**src/hw/rtl/enhanced_clock_page_replacement_top_macros.svh**
```systemverilog
// assertion macros shared by the clock page replacement rtl
// no dependencies; included by files that carry concurrent checks
`ifndef ENHANCED_CLOCK_PAGE_REPLACEMENT_TOP_MACROS_SVH
`define ENHANCED_CLOCK_PAGE_REPLACEMENT_TOP_MACROS_SVH

// plain property, held off while reset is high
`define ECPR_ASSERT(label, clk, rst, prop, msg) \
   label: assert property (@(posedge clk) disable iff (rst) (prop)) else $error(msg);

// same-cycle implication
`define ECPR_ASSERT_IMPLIES(label, clk, rst, ante, cons, msg) \
   label: assert property (@(posedge clk) disable iff (rst) (ante) |-> (cons)) \
      else $error(msg);

// next-cycle implication
`define ECPR_ASSERT_NEXT(label, clk, rst, ante, cons, msg) \
   label: assert property (@(posedge clk) disable iff (rst) (ante) |=> (cons)) \
      else $error(msg);

`endif

```
**src/hw/rtl/ecpr_pkg.sv**
```systemverilog
// shared types and constants of the clock page replacement block
// no dependencies; used by the interfaces and every module
`default_nettype none

package ecpr_pkg;

   localparam int PAGE_NUMBER_W = 20;
   localparam int SLOT_FIELD_W  = 3;
   localparam int STATUS_W      = 2;
   localparam int CMD_W         = 2;
   localparam int SCAN_PASSES   = 3;

   // request commands
   localparam logic [CMD_W-1:0] CMD_INSERT = 2'd0;
   localparam logic [CMD_W-1:0] CMD_ACCESS = 2'd1;
   localparam logic [CMD_W-1:0] CMD_VICTIM = 2'd2;

   // response status codes
   localparam logic [STATUS_W-1:0] STATUS_OK    = 2'd0;
   localparam logic [STATUS_W-1:0] STATUS_EMPTY = 2'd1;
   localparam logic [STATUS_W-1:0] STATUS_FULL  = 2'd2;

   typedef struct packed {
      logic [CMD_W-1:0]         cmd;
      logic [PAGE_NUMBER_W-1:0] page_number;
      logic [SLOT_FIELD_W-1:0]  slot_index;
      logic                     write_access;
   } request_type;

   typedef struct packed {
      logic [PAGE_NUMBER_W-1:0] victim_page;
      logic [SLOT_FIELD_W-1:0]  slot_out;
      logic [STATUS_W-1:0]      status;
   } result_type;

   // updates to the per-slot flag bits
   typedef enum logic [2:0] {
      FLAG_NONE,
      FLAG_MARK,
      FLAG_MARK_WRITE,
      FLAG_CLR_ACC,
      FLAG_CLR_DIRTY,
      FLAG_FILL,
      FLAG_FREE
   } flag_op_type;

   typedef struct packed {
      logic        link_we;
      logic        page_we;
      flag_op_type flag_op;
   } store_op_type;

   typedef struct packed {
      logic used;
      logic accessed;
      logic dirty;
   } flags_type;

   typedef enum logic [2:0] {
      ST_IDLE,
      ST_INS_FIND,
      ST_INS_LINK,
      ST_INS_HAND,
      ST_VIC_FIRST,
      ST_VIC_EVAL,
      ST_FINISH
   } state_type;

endpackage

`default_nettype wire

```
**src/hw/rtl/ecpr_ifs.sv**
```systemverilog
// valid/ready channel interfaces for requests and responses
// depends on ecpr_pkg for the payload structs
`default_nettype none

interface ecpr_req_if;
   logic                     valid;
   logic                     ready;
   ecpr_pkg::request_type    payload;
   modport source (output valid, output payload, input ready);
   modport sink (input valid, input payload, output ready);
endinterface

interface ecpr_rsp_if;
   logic                     valid;
   logic                     ready;
   ecpr_pkg::result_type     payload;
   modport source (output valid, output payload, input ready);
   modport sink (input valid, input payload, output ready);
endinterface

`default_nettype wire

```
**src/hw/rtl/ecpr_frame_store.sv**
```systemverilog
// frame storage: page memory, scan link memory and per-slot flag bits
// depends on ecpr_pkg
`default_nettype none

module ecpr_frame_store #(
   parameter int FRAMES    = 8,
   parameter int PAGE_BITS = 20,
   parameter int SLOT_W    = (FRAMES > 1) ? $clog2(FRAMES) : 1
) (
   input  wire                         clock,
   input  wire                         reset,
   input  ecpr_pkg::store_op_type      op,
   input  wire  [SLOT_W-1:0]           link_waddr,
   input  wire  [SLOT_W-1:0]           link_wdata,
   input  wire  [SLOT_W-1:0]           link_raddr,
   output logic [SLOT_W-1:0]           link_rdata,
   input  wire  [SLOT_W-1:0]           page_waddr,
   input  wire  [PAGE_BITS-1:0]        page_wdata,
   input  wire  [SLOT_W-1:0]           page_raddr,
   output logic [PAGE_BITS-1:0]        page_rdata,
   input  wire  [SLOT_W-1:0]           flag_addr,
   output ecpr_pkg::flags_type         flags
);

   logic [PAGE_BITS-1:0] page_mem [FRAMES];
   logic [SLOT_W-1:0]    link_mem [FRAMES];
   logic [PAGE_BITS-1:0] page_rdata_ff;
   logic [SLOT_W-1:0]    link_rdata_ff;

   logic [FRAMES-1:0] used_ff, used_in;
   logic [FRAMES-1:0] acc_ff, acc_in;
   logic [FRAMES-1:0] dirty_ff, dirty_in;

   always_ff @(posedge clock) begin
      if (op.page_we) begin
         page_mem[page_waddr] <= page_wdata;
      end
      page_rdata_ff <= page_mem[page_raddr];
   end

   always_ff @(posedge clock) begin
      if (op.link_we) begin
         link_mem[link_waddr] <= link_wdata;
      end
      link_rdata_ff <= link_mem[link_raddr];
   end

   assign page_rdata = page_rdata_ff;
   assign link_rdata = link_rdata_ff;

   always_comb begin
      used_in  = used_ff;
      acc_in   = acc_ff;
      dirty_in = dirty_ff;
      unique case (op.flag_op)
         ecpr_pkg::FLAG_NONE: begin
         end
         ecpr_pkg::FLAG_MARK: begin
            acc_in[flag_addr] = 1'b1;
         end
         ecpr_pkg::FLAG_MARK_WRITE: begin
            acc_in[flag_addr]   = 1'b1;
            dirty_in[flag_addr] = 1'b1;
         end
         ecpr_pkg::FLAG_CLR_ACC: begin
            acc_in[flag_addr] = 1'b0;
         end
         ecpr_pkg::FLAG_CLR_DIRTY: begin
            dirty_in[flag_addr] = 1'b0;
         end
         ecpr_pkg::FLAG_FILL: begin
            used_in[flag_addr]  = 1'b1;
            acc_in[flag_addr]   = 1'b0;
            dirty_in[flag_addr] = 1'b0;
         end
         ecpr_pkg::FLAG_FREE: begin
            used_in[flag_addr]  = 1'b0;
            acc_in[flag_addr]   = 1'b0;
            dirty_in[flag_addr] = 1'b0;
         end
         default: begin
         end
      endcase
   end

   always_ff @(posedge clock) begin
      if (reset) begin
         used_ff  <= '0;
         acc_ff   <= '0;
         dirty_ff <= '0;
      end else begin
         used_ff  <= used_in;
         acc_ff   <= acc_in;
         dirty_ff <= dirty_in;
      end
   end

   assign flags.used     = used_ff[flag_addr];
   assign flags.accessed = acc_ff[flag_addr];
   assign flags.dirty    = dirty_ff[flag_addr];

endmodule

`default_nettype wire

```
**src/hw/rtl/ecpr_sequencer.sv**
```systemverilog
// command sequencer: slot search, ring insert and the three-pass victim scan
// depends on ecpr_pkg and the assertion macro header
`default_nettype none
`include "enhanced_clock_page_replacement_top_macros.svh"

module ecpr_sequencer #(
   parameter int FRAMES    = 8,
   parameter int PAGE_BITS = 20,
   parameter int SLOT_W    = (FRAMES > 1) ? $clog2(FRAMES) : 1
) (
   input  wire                         clock,
   input  wire                         reset,
   input  wire                         req_valid,
   output logic                        req_ready,
   input  ecpr_pkg::request_type       req,
   input  wire                         out_free,
   output logic                        done,
   output ecpr_pkg::result_type        result,
   output ecpr_pkg::store_op_type      op,
   output logic [SLOT_W-1:0]           link_waddr,
   output logic [SLOT_W-1:0]           link_wdata,
   output logic [SLOT_W-1:0]           link_raddr,
   input  wire  [SLOT_W-1:0]           link_rdata,
   output logic [SLOT_W-1:0]           page_waddr,
   output logic [PAGE_BITS-1:0]        page_wdata,
   output logic [SLOT_W-1:0]           page_raddr,
   input  wire  [PAGE_BITS-1:0]        page_rdata,
   output logic [SLOT_W-1:0]           flag_addr,
   input  ecpr_pkg::flags_type         flags
);

   localparam int CW = $clog2(FRAMES + 1);
   localparam int IW = ((SLOT_W > ecpr_pkg::SLOT_FIELD_W) ? SLOT_W : ecpr_pkg::SLOT_FIELD_W) + 1;

   ecpr_pkg::state_type  state_ff, state_in;
   logic [SLOT_W-1:0]    hand_ff, hand_in;
   logic [CW-1:0]        count_ff, count_in;
   logic [SLOT_W-1:0]    idx_ff, idx_in;
   logic [SLOT_W-1:0]    cur_ff, cur_in;
   logic [SLOT_W-1:0]    prev_ff, prev_in;
   logic [1:0]           pass_ff, pass_in;
   logic [CW-1:0]        k_ff, k_in;
   logic [PAGE_BITS-1:0] page_ff, page_in;
   ecpr_pkg::result_type res_ff, res_in;

   logic [IW-1:0] slot_wide;
   logic          victim;
   logic          last_k;

   assign slot_wide = IW'(req.slot_index);
   assign victim    = !flags.accessed && !flags.dirty;
   assign last_k    = (k_ff == count_ff - CW'(1));

   always_comb begin
      state_in   = state_ff;
      hand_in    = hand_ff;
      count_in   = count_ff;
      idx_in     = idx_ff;
      cur_in     = cur_ff;
      prev_in    = prev_ff;
      pass_in    = pass_ff;
      k_in       = k_ff;
      page_in    = page_ff;
      res_in     = res_ff;
      op.link_we = 1'b0;
      op.page_we = 1'b0;
      op.flag_op = ecpr_pkg::FLAG_NONE;
      link_waddr = prev_ff;
      link_wdata = link_rdata;
      link_raddr = hand_ff;
      page_waddr = idx_ff;
      page_wdata = page_ff;
      page_raddr = cur_ff;
      flag_addr  = cur_ff;
      req_ready  = 1'b0;
      done       = 1'b0;
      unique case (state_ff)
         ecpr_pkg::ST_IDLE: begin
            req_ready = 1'b1;
            flag_addr = SLOT_W'(slot_wide);
            if (req_valid) begin
               res_in  = '0;
               page_in = PAGE_BITS'(req.page_number);
               unique case (req.cmd)
                  ecpr_pkg::CMD_INSERT: begin
                     if (count_ff == CW'(FRAMES)) begin
                        res_in.status = ecpr_pkg::STATUS_FULL;
                        state_in      = ecpr_pkg::ST_FINISH;
                     end else begin
                        idx_in   = '0;
                        state_in = ecpr_pkg::ST_INS_FIND;
                     end
                  end
                  ecpr_pkg::CMD_ACCESS: begin
                     if ((slot_wide < IW'(FRAMES)) && flags.used) begin
                        op.flag_op = req.write_access ? ecpr_pkg::FLAG_MARK_WRITE
                                                      : ecpr_pkg::FLAG_MARK;
                     end
                     state_in = ecpr_pkg::ST_FINISH;
                  end
                  ecpr_pkg::CMD_VICTIM: begin
                     if (count_ff == '0) begin
                        res_in.status = ecpr_pkg::STATUS_EMPTY;
                        state_in      = ecpr_pkg::ST_FINISH;
                     end else begin
                        prev_in  = hand_ff;
                        pass_in  = '0;
                        k_in     = '0;
                        state_in = ecpr_pkg::ST_VIC_FIRST;
                     end
                  end
                  default: begin
                     state_in = ecpr_pkg::ST_FINISH;
                  end
               endcase
            end
         end
         ecpr_pkg::ST_INS_FIND: begin
            flag_addr = idx_ff;
            if (flags.used) begin
               idx_in = idx_ff + SLOT_W'(1);
            end else begin
               state_in = ecpr_pkg::ST_INS_LINK;
            end
         end
         ecpr_pkg::ST_INS_LINK: begin
            flag_addr  = idx_ff;
            op.link_we = 1'b1;
            link_waddr = idx_ff;
            link_wdata = (count_ff == '0) ? idx_ff : link_rdata;
            op.page_we = 1'b1;
            state_in   = ecpr_pkg::ST_INS_HAND;
         end
         ecpr_pkg::ST_INS_HAND: begin
            flag_addr  = idx_ff;
            op.flag_op = ecpr_pkg::FLAG_FILL;
            if (count_ff != '0) begin
               op.link_we = 1'b1;
               link_waddr = hand_ff;
               link_wdata = idx_ff;
            end
            hand_in         = idx_ff;
            count_in        = count_ff + CW'(1);
            res_in.slot_out = ecpr_pkg::SLOT_FIELD_W'(idx_ff);
            state_in        = ecpr_pkg::ST_FINISH;
         end
         ecpr_pkg::ST_VIC_FIRST: begin
            cur_in     = link_rdata;
            link_raddr = link_rdata;
            page_raddr = link_rdata;
            state_in   = ecpr_pkg::ST_VIC_EVAL;
         end
         ecpr_pkg::ST_VIC_EVAL: begin
            flag_addr = cur_ff;
            if (victim) begin
               op.link_we         = 1'b1;
               link_waddr         = prev_ff;
               link_wdata         = link_rdata;
               op.flag_op         = ecpr_pkg::FLAG_FREE;
               hand_in            = prev_ff;
               count_in           = count_ff - CW'(1);
               res_in.victim_page = ecpr_pkg::PAGE_NUMBER_W'(page_rdata);
               res_in.slot_out    = ecpr_pkg::SLOT_FIELD_W'(cur_ff);
               state_in           = ecpr_pkg::ST_FINISH;
            end else begin
               unique case (pass_ff)
                  2'd0:    op.flag_op = ecpr_pkg::FLAG_CLR_ACC;
                  2'd1:    op.flag_op = ecpr_pkg::FLAG_CLR_DIRTY;
                  default: op.flag_op = ecpr_pkg::FLAG_NONE;
               endcase
               prev_in    = cur_ff;
               cur_in     = link_rdata;
               link_raddr = link_rdata;
               page_raddr = link_rdata;
               if (last_k) begin
                  k_in    = '0;
                  pass_in = pass_ff + 2'd1;
                  if (pass_ff == 2'(ecpr_pkg::SCAN_PASSES - 1)) begin
                     res_in.status = ecpr_pkg::STATUS_EMPTY;
                     state_in      = ecpr_pkg::ST_FINISH;
                  end
               end else begin
                  k_in = k_ff + CW'(1);
               end
            end
         end
         ecpr_pkg::ST_FINISH: begin
            if (out_free) begin
               done     = 1'b1;
               state_in = ecpr_pkg::ST_IDLE;
            end
         end
         default: begin
            state_in = ecpr_pkg::ST_IDLE;
         end
      endcase
   end

   always_ff @(posedge clock) begin
      if (reset) begin
         state_ff <= ecpr_pkg::ST_IDLE;
         hand_ff  <= '0;
         count_ff <= '0;
      end else begin
         state_ff <= state_in;
         hand_ff  <= hand_in;
         count_ff <= count_in;
      end
   end

   always_ff @(posedge clock) begin
      idx_ff  <= idx_in;
      cur_ff  <= cur_in;
      prev_ff <= prev_in;
      pass_ff <= pass_in;
      k_ff    <= k_in;
      page_ff <= page_in;
      res_ff  <= res_in;
   end

   assign result = res_ff;

   `ECPR_ASSERT(a_count_bound, clock, reset, count_ff <= CW'(FRAMES), "resident count above frames")
   `ECPR_ASSERT_IMPLIES(a_fill_free_slot, clock, reset, state_ff == ecpr_pkg::ST_INS_LINK, !flags.used, "insert chose a used slot")
   `ECPR_ASSERT_NEXT(a_victim_frees, clock, reset, (state_ff == ecpr_pkg::ST_VIC_EVAL) && victim, count_ff == $past(count_ff) - CW'(1), "eviction did not drop resident count")

endmodule

`default_nettype wire

```
**src/hw/rtl/enhanced_clock_page_replacement_top.sv**
```systemverilog
// Enhanced second-chance clock page replacement over FRAMES slots. A request
// carries one of three commands: insert a page (answered with the slot it was
// given, or status 2 when every slot is taken), mark an access to a slot
// (sets the accessed bit, and the dirty bit on a write; unused or
// out-of-range slots are ignored), or select a victim (answered with the
// evicted page and its slot, or status 1 on an empty ring). Every request
// gets exactly one response. Requests are handled one at a time: an insert
// steps over each used slot below the lowest free one, and a victim search
// examines at most 2 x resident pages + 1 slots. The scan loop walks the
// ring through the registered read port of the link memory, one slot a
// cycle. A finished response waits in the output register, and the next
// request is taken while it waits. No clearing pass follows reset.
// depends on ecpr_pkg, ecpr_ifs, ecpr_frame_store and ecpr_sequencer
`default_nettype none

module enhanced_clock_page_replacement_top #(
   parameter int FRAMES    = 8,
   parameter int PAGE_BITS = 20
) (
   input wire          clock,
   input wire          reset,
   ecpr_req_if.sink    req_bus,
   ecpr_rsp_if.source  rsp_bus
);

   // slot index width, at least one bit for a single frame
   localparam int SLOT_W = (FRAMES > 1) ? $clog2(FRAMES) : 1;

   ecpr_pkg::store_op_type store_op;
   ecpr_pkg::flags_type    flags;
   ecpr_pkg::result_type   seq_result;
   logic                   seq_done;
   logic                   seq_ready;
   logic                   out_free;

   logic [SLOT_W-1:0]    link_waddr;
   logic [SLOT_W-1:0]    link_wdata;
   logic [SLOT_W-1:0]    link_raddr;
   logic [SLOT_W-1:0]    link_rdata;
   logic [SLOT_W-1:0]    page_waddr;
   logic [PAGE_BITS-1:0] page_wdata;
   logic [SLOT_W-1:0]    page_raddr;
   logic [PAGE_BITS-1:0] page_rdata;
   logic [SLOT_W-1:0]    flag_addr;

   // response register
   logic                 rsp_valid_ff, rsp_valid_in;
   ecpr_pkg::result_type rsp_data_ff, rsp_data_in;

   // the response slot frees up in the cycle it is taken
   assign out_free = !rsp_valid_ff || rsp_bus.ready;

   ecpr_sequencer #(
      .FRAMES    (FRAMES),
      .PAGE_BITS (PAGE_BITS),
      .SLOT_W    (SLOT_W)
   ) u_seq (
      .clock      (clock),
      .reset      (reset),
      .req_valid  (req_bus.valid),
      .req_ready  (seq_ready),
      .req        (req_bus.payload),
      .out_free   (out_free),
      .done       (seq_done),
      .result     (seq_result),
      .op         (store_op),
      .link_waddr (link_waddr),
      .link_wdata (link_wdata),
      .link_raddr (link_raddr),
      .link_rdata (link_rdata),
      .page_waddr (page_waddr),
      .page_wdata (page_wdata),
      .page_raddr (page_raddr),
      .page_rdata (page_rdata),
      .flag_addr  (flag_addr),
      .flags      (flags)
   );

   // page memory, ring links and accessed / dirty / used bits
   ecpr_frame_store #(
      .FRAMES    (FRAMES),
      .PAGE_BITS (PAGE_BITS),
      .SLOT_W    (SLOT_W)
   ) u_store (
      .clock      (clock),
      .reset      (reset),
      .op         (store_op),
      .link_waddr (link_waddr),
      .link_wdata (link_wdata),
      .link_raddr (link_raddr),
      .link_rdata (link_rdata),
      .page_waddr (page_waddr),
      .page_wdata (page_wdata),
      .page_raddr (page_raddr),
      .page_rdata (page_rdata),
      .flag_addr  (flag_addr),
      .flags      (flags)
   );

   // load on completion, drop once the consumer takes it
   always_comb begin
      rsp_valid_in = rsp_valid_ff;
      rsp_data_in  = rsp_data_ff;
      if (seq_done) begin
         rsp_valid_in = 1'b1;
         rsp_data_in  = seq_result;
      end else if (rsp_bus.ready) begin
         rsp_valid_in = 1'b0;
      end
   end

   always_ff @(posedge clock) begin
      if (reset) begin
         rsp_valid_ff <= 1'b0;
      end else begin
         rsp_valid_ff <= rsp_valid_in;
      end
   end

   always_ff @(posedge clock) begin
      rsp_data_ff <= rsp_data_in;
   end

   assign req_bus.ready   = seq_ready;
   assign rsp_bus.valid   = rsp_valid_ff;
   assign rsp_bus.payload = rsp_data_ff;

endmodule

`default_nettype wire

```
**src/flat_wrapper.sv**
```systemverilog
// flat-port wrapper written by rule: the top's interface ports become plain ports
module enhanced_clock_page_replacement_top_flat 
#(
   parameter int FRAMES    = 8,
   parameter int PAGE_BITS = 20
)
  (clock, reset, req_bus_valid, req_bus_payload, req_bus_ready, rsp_bus_valid, rsp_bus_payload, rsp_bus_ready);
  ecpr_req_if req_bus_i ();
  ecpr_rsp_if rsp_bus_i ();
  input wire clock;
  input wire reset;
  input wire logic [$bits(req_bus_i.valid)-1:0] req_bus_valid;
  input wire logic [$bits(req_bus_i.payload)-1:0] req_bus_payload;
  output wire logic [$bits(req_bus_i.ready)-1:0] req_bus_ready;
  output wire logic [$bits(rsp_bus_i.valid)-1:0] rsp_bus_valid;
  output wire logic [$bits(rsp_bus_i.payload)-1:0] rsp_bus_payload;
  input wire logic [$bits(rsp_bus_i.ready)-1:0] rsp_bus_ready;
  assign req_bus_i.valid = req_bus_valid;
  assign req_bus_i.payload = req_bus_payload;
  assign req_bus_ready = req_bus_i.ready;
  assign rsp_bus_valid = rsp_bus_i.valid;
  assign rsp_bus_payload = rsp_bus_i.payload;
  assign rsp_bus_i.ready = rsp_bus_ready;
  enhanced_clock_page_replacement_top #(.FRAMES(FRAMES), .PAGE_BITS(PAGE_BITS)) u_core (.clock(clock), .reset(reset), .req_bus(req_bus_i), .rsp_bus(rsp_bus_i));
endmodule
```
**config.mk**
```make
export PLATFORM = sky130hd
export DESIGN_NAME = enhanced_clock_page_replacement_top_flat
export DESIGN_NICKNAME = d
export VERILOG_FILES = /design/src/hw/rtl/ecpr_pkg.sv /design/src/hw/rtl/ecpr_ifs.sv /design/src/hw/rtl/ecpr_frame_store.sv /design/src/hw/rtl/ecpr_sequencer.sv /design/src/hw/rtl/enhanced_clock_page_replacement_top.sv /design/src/flat_wrapper.sv
export VERILOG_INCLUDE_DIRS = /design/src /design/src/hw/rtl
export SDC_FILE = /design/constraint.sdc
export NUM_CORES = 1
export LEC_CHECK = 0
export ABC_AREA = 1
export BUFFER_PORTS_ARGS = -buffer_cell sky130_fd_sc_hd__buf_2
export CAP_MARGIN = 40
export CORE_MARGIN = 2
export CORE_UTILIZATION = 55
export CTS_BUF_LIST = sky130_fd_sc_hd__clkbuf_8
export CTS_CLUSTER_DIAMETER = 50
export CTS_CLUSTER_SIZE = 20
export DETAILED_ROUTE_END_ITERATION = 10
export GPL_ROUTABILITY_DRIVEN = 1
export PLACE_DENSITY_LB_ADDON = 0.12
export SLEW_MARGIN = 20
export SYNTH_ARGS = -nofsm -noshare
export SYNTH_HDL_FRONTEND = slang
export SYNTH_SLANG_ARGS = --single-unit
```
**constraint.sdc**
```tcl
create_clock -name clock -period 4 [get_ports clock]
set_input_delay 0.2 -clock clock [delete_from_list [all_inputs] [get_ports clock]]
set_output_delay 0.2 -clock clock [all_outputs]
set_load 0.01 [all_outputs]
```
# Word level (Yosys, flattened, before mapping)
# Memory sizes are Yosys's and may differ from the RTL's. A register that Yosys moved wholly into a read port is not among the register bits.
# Cells that the tools add are included.
# totals
regBits,120
latch_bits,0
mem_bits_rw,184
rom_bits,0
in_bits,30
mem_count,2
# op_classes
addsub,5
multipliers,0
n_div,0
magnitude_cmp,3
eq_ne,32
shift,0
mux,88
n_bitwise,7
n_reduce_logical,33
# memory_table
memory,depth,word_bits,read_ports,rd_clocked_by_memory_dff,wr,line,text
u_core.u_store.page_mem,8,20,1,1,1,ecpr_frame_store.sv:25,logic [PAGE_BITS-1:0] page_mem [FRAMES];
u_core.u_store.link_mem,8,3,1,1,1,ecpr_frame_store.sv:26,logic [SLOT_W-1:0] link_mem [FRAMES];
# op_table
cell,n
$mux W3,22
$pmux W3 S2,10
$pmux W8 S2,3
$pmux W20 S2,1
$mux W2,14
$mux W25,1
$and A8 B8 Y8,3
$mux W4,6
$or A8 B8 Y8,3
$mux W23,1
$pmux W3 S7,1
$reduce_and A5 Y1,4
$eq A3 B3 Y1 const B,6
$ne A2 B2 Y1 const B,9
$pmux W3 S3,2
$mux W1,17
$pmux W4 S2,2
$reduce_bool A2 Y1,7
$eq A3 B2 Y1 const B,4
$pmux W2 S2,3
$bmux W1 S3,3
$reduce_or A3 Y1,3
$add A4 B1 Y4 const B,2
$lt A3 B4 Y1 const B,2
other kinds (26),39

# Longest topological paths before layout
# Gate-level depths: netlist (run 1).
# logic_depth
word_depth,13
depth_mapped,22

# Hierarchy
# A second synthesis (run 1) with hierarchy kept.
# hier_totals
hier_cells,1268
area_unflattened_um2,13385.3
# modules_own_cells
module,n_inst,cells_per_inst,area_per_inst_um2
ecpr_frame_store,1,894,9233.9
ecpr_sequencer,1,344,3358.2
enhanced_clock_page_replacement_top,1,30,793.3

# Worst setup path before layout (run 1)
# OpenSTA, ideal clock, no wires.
# synth_path
path_type,reg-to-reg
start,reg u_core.u_seq.state_ff[1]
end,"reg u_core.u_seq.res_ff (netlist bit u_core.u_seq.result[10]), enable pin"
setup_time_ps,404
t_arrival_ps,2660
setup_slack_ps,936
path_stages_with_launch,15
path_buffers,1
cell_sequence,dfxtp_1 -> nor2_2 -> nand3_4 -> nand3_2 -> buf_6 -> nand2_1 -> nand3_1 -> nand2_1 -> nor2_4 -> nand2_4 -> inv_2 -> nor2_2 -> inv_2 -> nand2_1 -> a21oi_1
# synth_via
elab_chain_len,9
# synth_lines
element,line,text
from (decl),ecpr_sequencer.sv:35,"ecpr_pkg::state_type state_ff, state_in;"
from (signal assigned),ecpr_sequencer.sv:201,state_ff <= ecpr_pkg::ST_IDLE;
from (signal assigned),ecpr_sequencer.sv:205,state_ff <= state_in;
$eq A3 B2 Y1 or $eq A3 B1 Y1 (tied branches),ecpr_sequencer.sv:77,unique case (state_ff)
$reduce_or A3 Y1 (no line),n/a,
$pmux W3 S2,ecpr_sequencer.sv:77,
$bmux W1 S3 (on tied branches),"ecpr_frame_store.sv:99, ecpr_frame_store.sv:100",
$mux W1 (on tied branches),"ecpr_frame_store.sv:99, ecpr_frame_store.sv:100",
$logic_not A1 Y1,ecpr_sequencer.sv:51,assign victim = !flags.accessed && !flags.dirty;
$logic_and A1 B1 Y1,ecpr_sequencer.sv:51,
$ne A2 B2 Y1 (no line),n/a,
$reduce_and A3 Y1 (no line) *,n/a,
to (signal assigned),ecpr_sequencer.sv:218,res_ff <= res_in;
to (decl),ecpr_sequencer.sv:44,"ecpr_pkg::result_type res_ff, res_in;"
# Mark *: on every way between the ends. The rest lies on a longest branch, timed or not. The select of a mux whose other input is x is not followed.
# A chain may end at the register's enable or synchronous reset.

# Final worst setup path (run 1)
# layout_path
start,reg u_core.u_seq.state_ff[2]
end,"reg u_core.u_store.page_rdata_ff[6], in the netlist u_core.u_store.page_rdata[6], read port of u_core.u_store.page_mem"
# layout_via
elab_chain_len,9
# layout_lines
element,line,text
$eq A3 B2 Y1 or $eq A3 B1 Y1 (tied branches),ecpr_sequencer.sv:77,
$reduce_or A3 Y1 (no line),n/a,
$pmux W3 S2,ecpr_sequencer.sv:77,
$bmux W1 S3 (on tied branches),"ecpr_frame_store.sv:99, ecpr_frame_store.sv:100",
$mux W1 (on tied branches),"ecpr_frame_store.sv:99, ecpr_frame_store.sv:100",
$logic_not A1 Y1,ecpr_sequencer.sv:51,
$logic_and A1 B1 Y1,ecpr_sequencer.sv:51,
$mux W3,ecpr_sequencer.sv:155,if (victim) begin
$pmux W3 S2 *,ecpr_sequencer.sv:77,
to (decl),ecpr_frame_store.sv:27,logic [PAGE_BITS-1:0] page_rdata_ff;
# Marked as above.

==> impl_metrics.toml, run 1 <==
[logic_synthesis]
async_reset_ff_share_pct = 0
synth_edf_count = 266
number_of_cells_produced_by_synthesis = 1459
yosysSeqAreaShare_pct = 64.4
ys_seq_elements = 327
mappedNetlistNets = 1496
synth.distinct_cells = 37
synth_ff_type = "sky130_fd_sc_hd__edfxtp_1"
avgSynthCellArea_um2 = 9.80
yosys_warnings = 0
post_synth_instance_area_um2 = 14300

[setup_path]
worstPathCellList = "nand2_1 -> nand3_2 -> nand2_1 -> nand3_1 -> nand2_1 -> nor2_4 -> nand2_4 -> nand2_2 -> nand3_2 -> nand2_4 -> nand2_4 -> buf_4 -> nand2_1 -> nand3_1 -> nand2_1 -> nand2_1 -> nand2_1"
timing.critical_path.fanout_max = 35
timing.critical_path.required_ns = 4.56
crit_path_class = "reg2reg"
cp_data_arrival_time_ns = 3.99
cp-start-kind = "flip-flop"
cp-end-kind = "flip-flop"
worst_path_max_delay_cell = "sky130_fd_sc_hd__dfxtp_1"
cp_common_cell = "sky130_fd_sc_hd__nand2_1"
max_stage_delay_ns = 0.59

[detailed_routing]
number_of_iterations_in_the_first_detailed_routing_pass = 6
drt.antenna.violating_nets = 0
drt-wirelength-per-cell_um = 15.9
totalWireLength_um = 30300
initialDrtViolationCount = 910
num_vias = 9685
detail_route.vias_per_cell = 5.10
drc = 0

[floorplan]
ios = 57
floorplan.die_area_um2 = 27300
dieHeight_um = 165
design.core.area_um2 = 25800
dieWidth_um = 165
placement_rows = 59
floorplan.initialDensity_pct = 55.5

[placement]
gp_congestion = 0.909
place.detailed.hpwl_um = 19100
place.detailed.instances = 1821
port_buffers = 56

[status]
status = "complete, no violations"

[final_layout]
final_nets = 1580
fillerInstances = 2129
area.growth.synth_to_final_pct = 10.6
finish.cell_count_without_fillers = 1899
antenna_cells = 0
multi_input_logic_area_um2 = 3710
share_of_final_layout_standard_cells_stronger_than_drive_strength_1_pct = 11.3
regArea_um2 = 9210

[sta]
hold_viol = 0
slew_headroom_pct = 41.3
fmax_mhz = 291
worst-slew-pin-transition_ns = 0.879
final_min_period_over_clock_period_pct = 85.8
finalSetupViolations = 0
fin_skew_ns = 0.0320
rsz0062_at_grt = "false"
slew_violations = 0
setup_tns_ns = 0
timing.final.crit_period_ns = 3.43

[clock_tree]
cts_root_buf = "sky130_fd_sc_hd__clkbuf_8"
tritoncts_num_sinks = 327
cts_hold_repair.buffers = 25
inserted_clock_buffers = 30
cts.path.max_buffers = 3
cts-htree-levels = 1
path_clk_slew_ns = 0.10
clkLatencyLatePin_ns = 0.62
clock_tree_from_tritoncts = "yes"
postCtsSetupRepairBufs = 0
post_cts_resized = 0

[power]
power.density_nw_per_um2 = 726
p_leak_nw = 6.89
max-vdd-ir-drop_mv = 0.420

[grt]
antenna_violations_before_repair = 0
grt.total_usage_pct = 22.9
grt_first_pass_wirelength_um = 47900
grt_start_max_net_pins = 57
first_global_vias = 8909
globalRouteOverflowTotal = 0

[hold_path]
timing.hold.worst.class = "in2reg"

[run]
max_cap_violations = 0
[cell usage after synthesis (all sizes together), types with 4 or more instances]
cell    count  area share [%]
inv       294             7.7
ha          7            0.61
nand3     220             7.9
a22oi       4            0.25
nor3       25            0.88
nand2     320             8.7
xnor2       8            0.49
dfxtp      61             8.5
nor2       98             2.7
a21oi      33             1.2
nand4      11            0.48
xor2        4            0.25
edfxtp    266              56
o21ai      39             1.4
buf        39             1.9
clkbuf     15            0.39
[cell type report]
class / count / share of cell area (%)
inverter: 294 / 6.98
clock buffer: 30 / 2.61
clock inverter: 23 / 1.28
timing repair buffer: 106 / 4.79
multi-input combinational: 784 / 23.5
sequential: 327 / 58.2
tap: 335 / 2.65
[flip-flops by register name, summed over array words and instances (netlist names), 4 cells and up, named ones only]
name and cells:
u_core.u_store.page_mem 160, u_core.rsp_bus.payload 25, u_core.u_seq.result 25, u_core.u_store.link_mem 24, u_core.u_seq.page_wdata 20, u_core.u_store.page_rdata 20
u_core.u_seq.count_ff 4, u_core.u_seq.k_ff 4
[worst paths after layout]
kind,start,to,slack [ns],cells past startpoint
max,u_core.u_seq.state_ff[2]$_SDFFE_PP0P_,u_core.u_store.page_rdata[6]$_DFF_P_,0.57,17
min,req_bus_payload[25],u_core.u_seq.result[1]$_SDFFCE_PP0P_,0.06,4
max reg2reg,u_core.u_seq.state_ff[2]$_SDFFE_PP0P_,u_core.u_store.page_rdata[6]$_DFF_P_,0.57,17
min reg2reg,u_core.u_seq.result[1]$_SDFFCE_PP0P_,u_core.rsp_bus.payload[1]$_DFFE_PP_,0.42,0
[routing by layer]
layer / vias up / global-route usage, % / routed length (µm)
met5: - / 0 / 0
met4: 0 / 6.56 / 818
met3: 58 / 2.82 / 1600
met2: 256 / 36.2 / 13600
met1: 4472 / 33.5 / 14300
li1: 4899 / - / -
[cell usage in the layout (no fill, tap or decap), types with 10 or more instances in the layout]
master,netlist,final
sky130_fd_sc_hd__inv_2,10,10
sky130_fd_sc_hd__o21ai_1,11,10
sky130_fd_sc_hd__a21oi_1,32,31
sky130_fd_sc_hd__nand2_2,9,10
sky130_fd_sc_hd__nor2_1,94,86
sky130_fd_sc_hd__edfxtp_1,266,266
sky130_fd_sc_hd__nor3_1,25,23
sky130_fd_sc_hd__nor2_2,3,11
sky130_fd_sc_hd__dfxtp_1,61,61
sky130_fd_sc_hd__buf_4,4,20
sky130_fd_sc_hd__buf_2,23,57
sky130_fd_sc_hd__nand4_1,11,11
sky130_fd_sc_hd__o21ai_0,28,28
sky130_fd_sc_hd__nand2_1,308,307
sky130_fd_sc_hd__inv_1,284,286
sky130_fd_sc_hd__clkbuf_8,0,30
sky130_fd_sc_hd__dlygate4sd3_1,0,25
sky130_fd_sc_hd__nand3_1,216,216
[through the flow]
step                      utilization (%)  total power [mW]  worst slack [ns]  hold WS, ns  area (µm²)
final                                61.4              11.5             0.568       0.0571       15800
after global routing                 61.4              12.3             0.212       0.0571       15800
after CTS                            61.4              11.5             0.608       0.0110       15800
after detailed placement             58.0              9.52             0.642        0.378       14900
after global placement               58.0              9.44             0.689        0.376       14900
after floorplan                         -              8.31             0.936        0.299       14300
[power breakdown]
| group | total (mW) | switching (mW) | internal, mW |
|---|---|---|---|
| Clock | 1.99 | 1.22 | 0.778 |
| Combinational | 4.65 | 3.28 | 1.37 |
| Sequential | 4.83 | 0.306 | 4.53 |
| Total | 11.5 | 4.80 | 6.68 |
[worst max-delay path, delay by kind of cell, from the launching register on]
kind                   cells  cell delay (ns)
AND/OR/NAND/NOR           16             2.44
flip-flops                 1             0.59
buffers and inverters      1             0.31
[cells by family after synthesis]
group           Yosys count  synth area share (%)
fa+ha+maj                 7                 0.613
simple gates            675                  20.7
compound gates           90                  3.53
flops                   327                  64.4
xor+xnor                 12                 0.735
buf+inv                 348                  9.97
Note: power is estimated with default switching activity, not from simulation.
==> run 2: changes to the inputs <==
Settings changed: GPL_ROUTABILITY_DRIVEN 1 to not set, RECOVER_POWER set to 50.
==> run 2 against run 1 <==
The run now ends with capacitance limit, slew limit left. Largest cell class unchanged. Via count hardly changed. Highest routed layer unchanged. Worst setup slack got worse by 0.088 ns. First-iteration DRC count rose by 0.44%. Sequential share of layout area is 0.23 points higher.
==> impl_metrics.toml, run 2 (synthesis results as in run 1) <==
[placement]
port_buffers = 56
post_dp_cell_area_um2 = 14900
gp_congestion = 0.909
pre_cts_ws_ns = 0.642
place.detailed.hpwl_um = 19100

[setup_path]
cp-start-kind = "flip-flop"
worst_path_max_delay_cell = "sky130_fd_sc_hd__dfxtp_1"
cp_common_cell = "sky130_fd_sc_hd__inv_1"
crit_path_class = "reg2reg"
worstPathCellList = "inv_2 -> nor2_1 -> inv_1 -> nor2_2 -> clkbuf_1 -> nand2_2 -> nand2_1 -> inv_1 -> nor3_1"
timing.critical_path.fanout_max = 13
regToRegEndpoint = "u_core.u_store.link_mem[6][0]$_DFFE_PP_"
max_stage_delay_ns = 0.59
worstReg2RegStart = "u_core.u_seq.state_ff[2]$_SDFFE_PP0P_"
reg2reg_setup_slack_ns = 0.48
r2r.worst_path.cells = 9
cp_data_arrival_time_ns = 3.78
timing.critical_path.required_ns = 4.26
cp-end-kind = "flip-flop"

[final_layout]
layout_common_cells = "sky130_fd_sc_hd__nand2_1 (308), sky130_fd_sc_hd__inv_1 (288), sky130_fd_sc_hd__edfxtp_1 (266), sky130_fd_sc_hd__nand3_1 (216), sky130_fd_sc_hd__nor2_1 (86)"
final_nets = 1580
layout.cell_area.non_filler_um2 = 15800
antenna_cells = 0
share_of_final_layout_standard_cells_stronger_than_drive_strength_1_pct = 8.70
max_ffs_per_register = 160
largest_reg_by_ff_count = "u_core.u_store.page_mem"
layout.cells.most_common = "sky130_fd_sc_hd__nand2_1"
area.growth.synth_to_final_pct = 10.2

[status]
violations_in_the_final_reports = "capacitance limit, slew limit"
status = "complete, but fails checks"

[clock_tree]
cts-htree-levels = 1
tritoncts_num_sinks = 327
cts_root_buf = "sky130_fd_sc_hd__clkbuf_8"
cts.path.max_buffers = 3
path_clk_slew_ns = 0.09
inserted_clock_buffers = 30
clkLatencyLatePin_ns = 0.62
postCtsSetupRepairBufs = 0
clock_tree_from_tritoncts = "yes"

[sta]
final_min_period_over_clock_period_pct = 88.0
slew_violations = 64
setup_tns_ns = 0
slew_headroom_pct = -6.91
timing.final.crit_period_ns = 3.52
fin_skew_ns = 0.0302
rsz0062_at_grt = "false"
fmax_mhz = 284
worst-slew-pin-transition_ns = 1.60
finalSetupViolations = 0
hold_viol = 0
worst_slack_ns = 0.480

[run]
max_cap_violations = 3

[power]
p_seq_share_pct = 42.2
p_leak_nw = 6.78
power.density_nw_per_um2 = 728
total_switching_power_mw = 4.80
clock_power_share_pct = 17.4
internal_power_mw = 6.66
swShare_pct = 41.9
comb_power_share_pct = 40.4
max-vdd-ir-drop_mv = 0.423

[detailed_routing]
detail_route.vias_per_cell = 5.10
initialDrtViolationCount = 914
number_of_iterations_in_the_first_detailed_routing_pass = 5
drt-wirelength-per-cell_um = 16.0
drc = 0
totalWireLength_um = 30400
drt.antenna.violating_nets = 0
num_vias = 9676

[floorplan]
dieHeight_um = 165
placement_rows = 59
floorplan.die_area_um2 = 27300
floorplan.initialDensity_pct = 55.5
dieWidth_um = 165
design.core.area_um2 = 25800
ios = 57

[hold_path]
timing.hold.worst.class = "in2reg"
worstHoldStart = "req_bus_payload[25]"
timing.hold.worst_path_depth = 4
min_delay_worst_endpoint = "u_core.u_seq.result[1]$_SDFFCE_PP0P_"

[grt]
globalRouteOverflowTotal = 0
antenna_violations_before_repair = 0
grt_start_max_net_pins = 57
grt.total_usage_pct = 22.9
first_global_vias = 8909
grt_first_pass_wirelength_um = 47900
run 2: worst max-delay path by stage:
stage	from	end	slack, ns	cells past startpoint
after detailed placement	u_core.u_seq.state_ff[2]$_SDFFE_PP0P_	u_core.u_store.page_rdata[6]$_DFF_P_	0.64	18
after global routing	u_core.u_seq.state_ff[2]$_SDFFE_PP0P_	flip-flop	0.11	15
after CTS	u_core.u_seq.state_ff[2]$_SDFFE_PP0P_	u_core.u_store.page_rdata[6]$_DFF_P_	0.61	17
after global placement	u_core.u_seq.page_waddr[1]$_SDFFCE_PN0P_	u_core.u_store.page_rdata[8]$_DFF_P_	0.69	19
final	u_core.u_seq.state_ff[2]$_SDFFE_PP0P_	u_core.u_store.link_mem[6][0]$_DFFE_PP_	0.48	9
after floorplan	u_core.u_seq.state_ff[1]$_SDFFE_PP0P_	u_core.u_seq.result[10]$_SDFFCE_PN0P_	0.94	14
run 2: timing repair:
item	CTS	global route
endpoints found under the hold margin	31	0
gates resized for setup	0	0
setup endpoints to repair	0	0
hold buffers	25	0
run 2: power groups by stage:
stage | registers, mW | clock network (mW) | logic, mW
detailed placement | 4.91 | 0 | 4.61
finish | 4.84 | 2.00 | 4.63
global placement | 4.89 | 0 | 4.54
floorplan | 4.80 | 0 | 3.52
global route | 4.90 | 2.16 | 5.25
CTS | 4.83 | 2.06 | 4.65
run 2: worst max-delay path: cells and delay by family, from the launching register on:
kind	cells	cell delay, ns
AND/OR/NAND/NOR	5	1.66
buffers and inverters	4	0.93
flip-flops	1	0.59
run 2: metrics by stage:
step                hold WS (ns)  std cells  utilization [%]  power, mW
floorplan                  0.299       1459                -       8.31
global placement           0.376       1819             58.0       9.44
detailed placement         0.378       1821             58.0       9.52
CTS                       0.0110       1899             61.4       11.5
global route              0.0571       1899             61.1       12.3
finish                    0.0572       1899             61.1       11.5
run 2: per-layer routing:
metal | track usage [%] | wire length (µm) | vias to the layer above
met5 | 0 | 0 | -
met4 | 6.56 | 797 | 0
met3 | 2.82 | 1630 | 60
met2 | 36.2 | 13600 | 257
met1 | 33.5 | 14400 | 4465
li1 | - | - | 4894
run 2: final cells by class:
type / instances / area [µm²]
inverters: 294 / 1100
clock buffers: 30 / 413
fillers: 2154 / 10000
clock inverters: 23 / 203
flip-flops and latches: 327 / 9210
multi-input cells: 784 / 3710
well taps: 335 / 419
repair buffers: 106 / 698
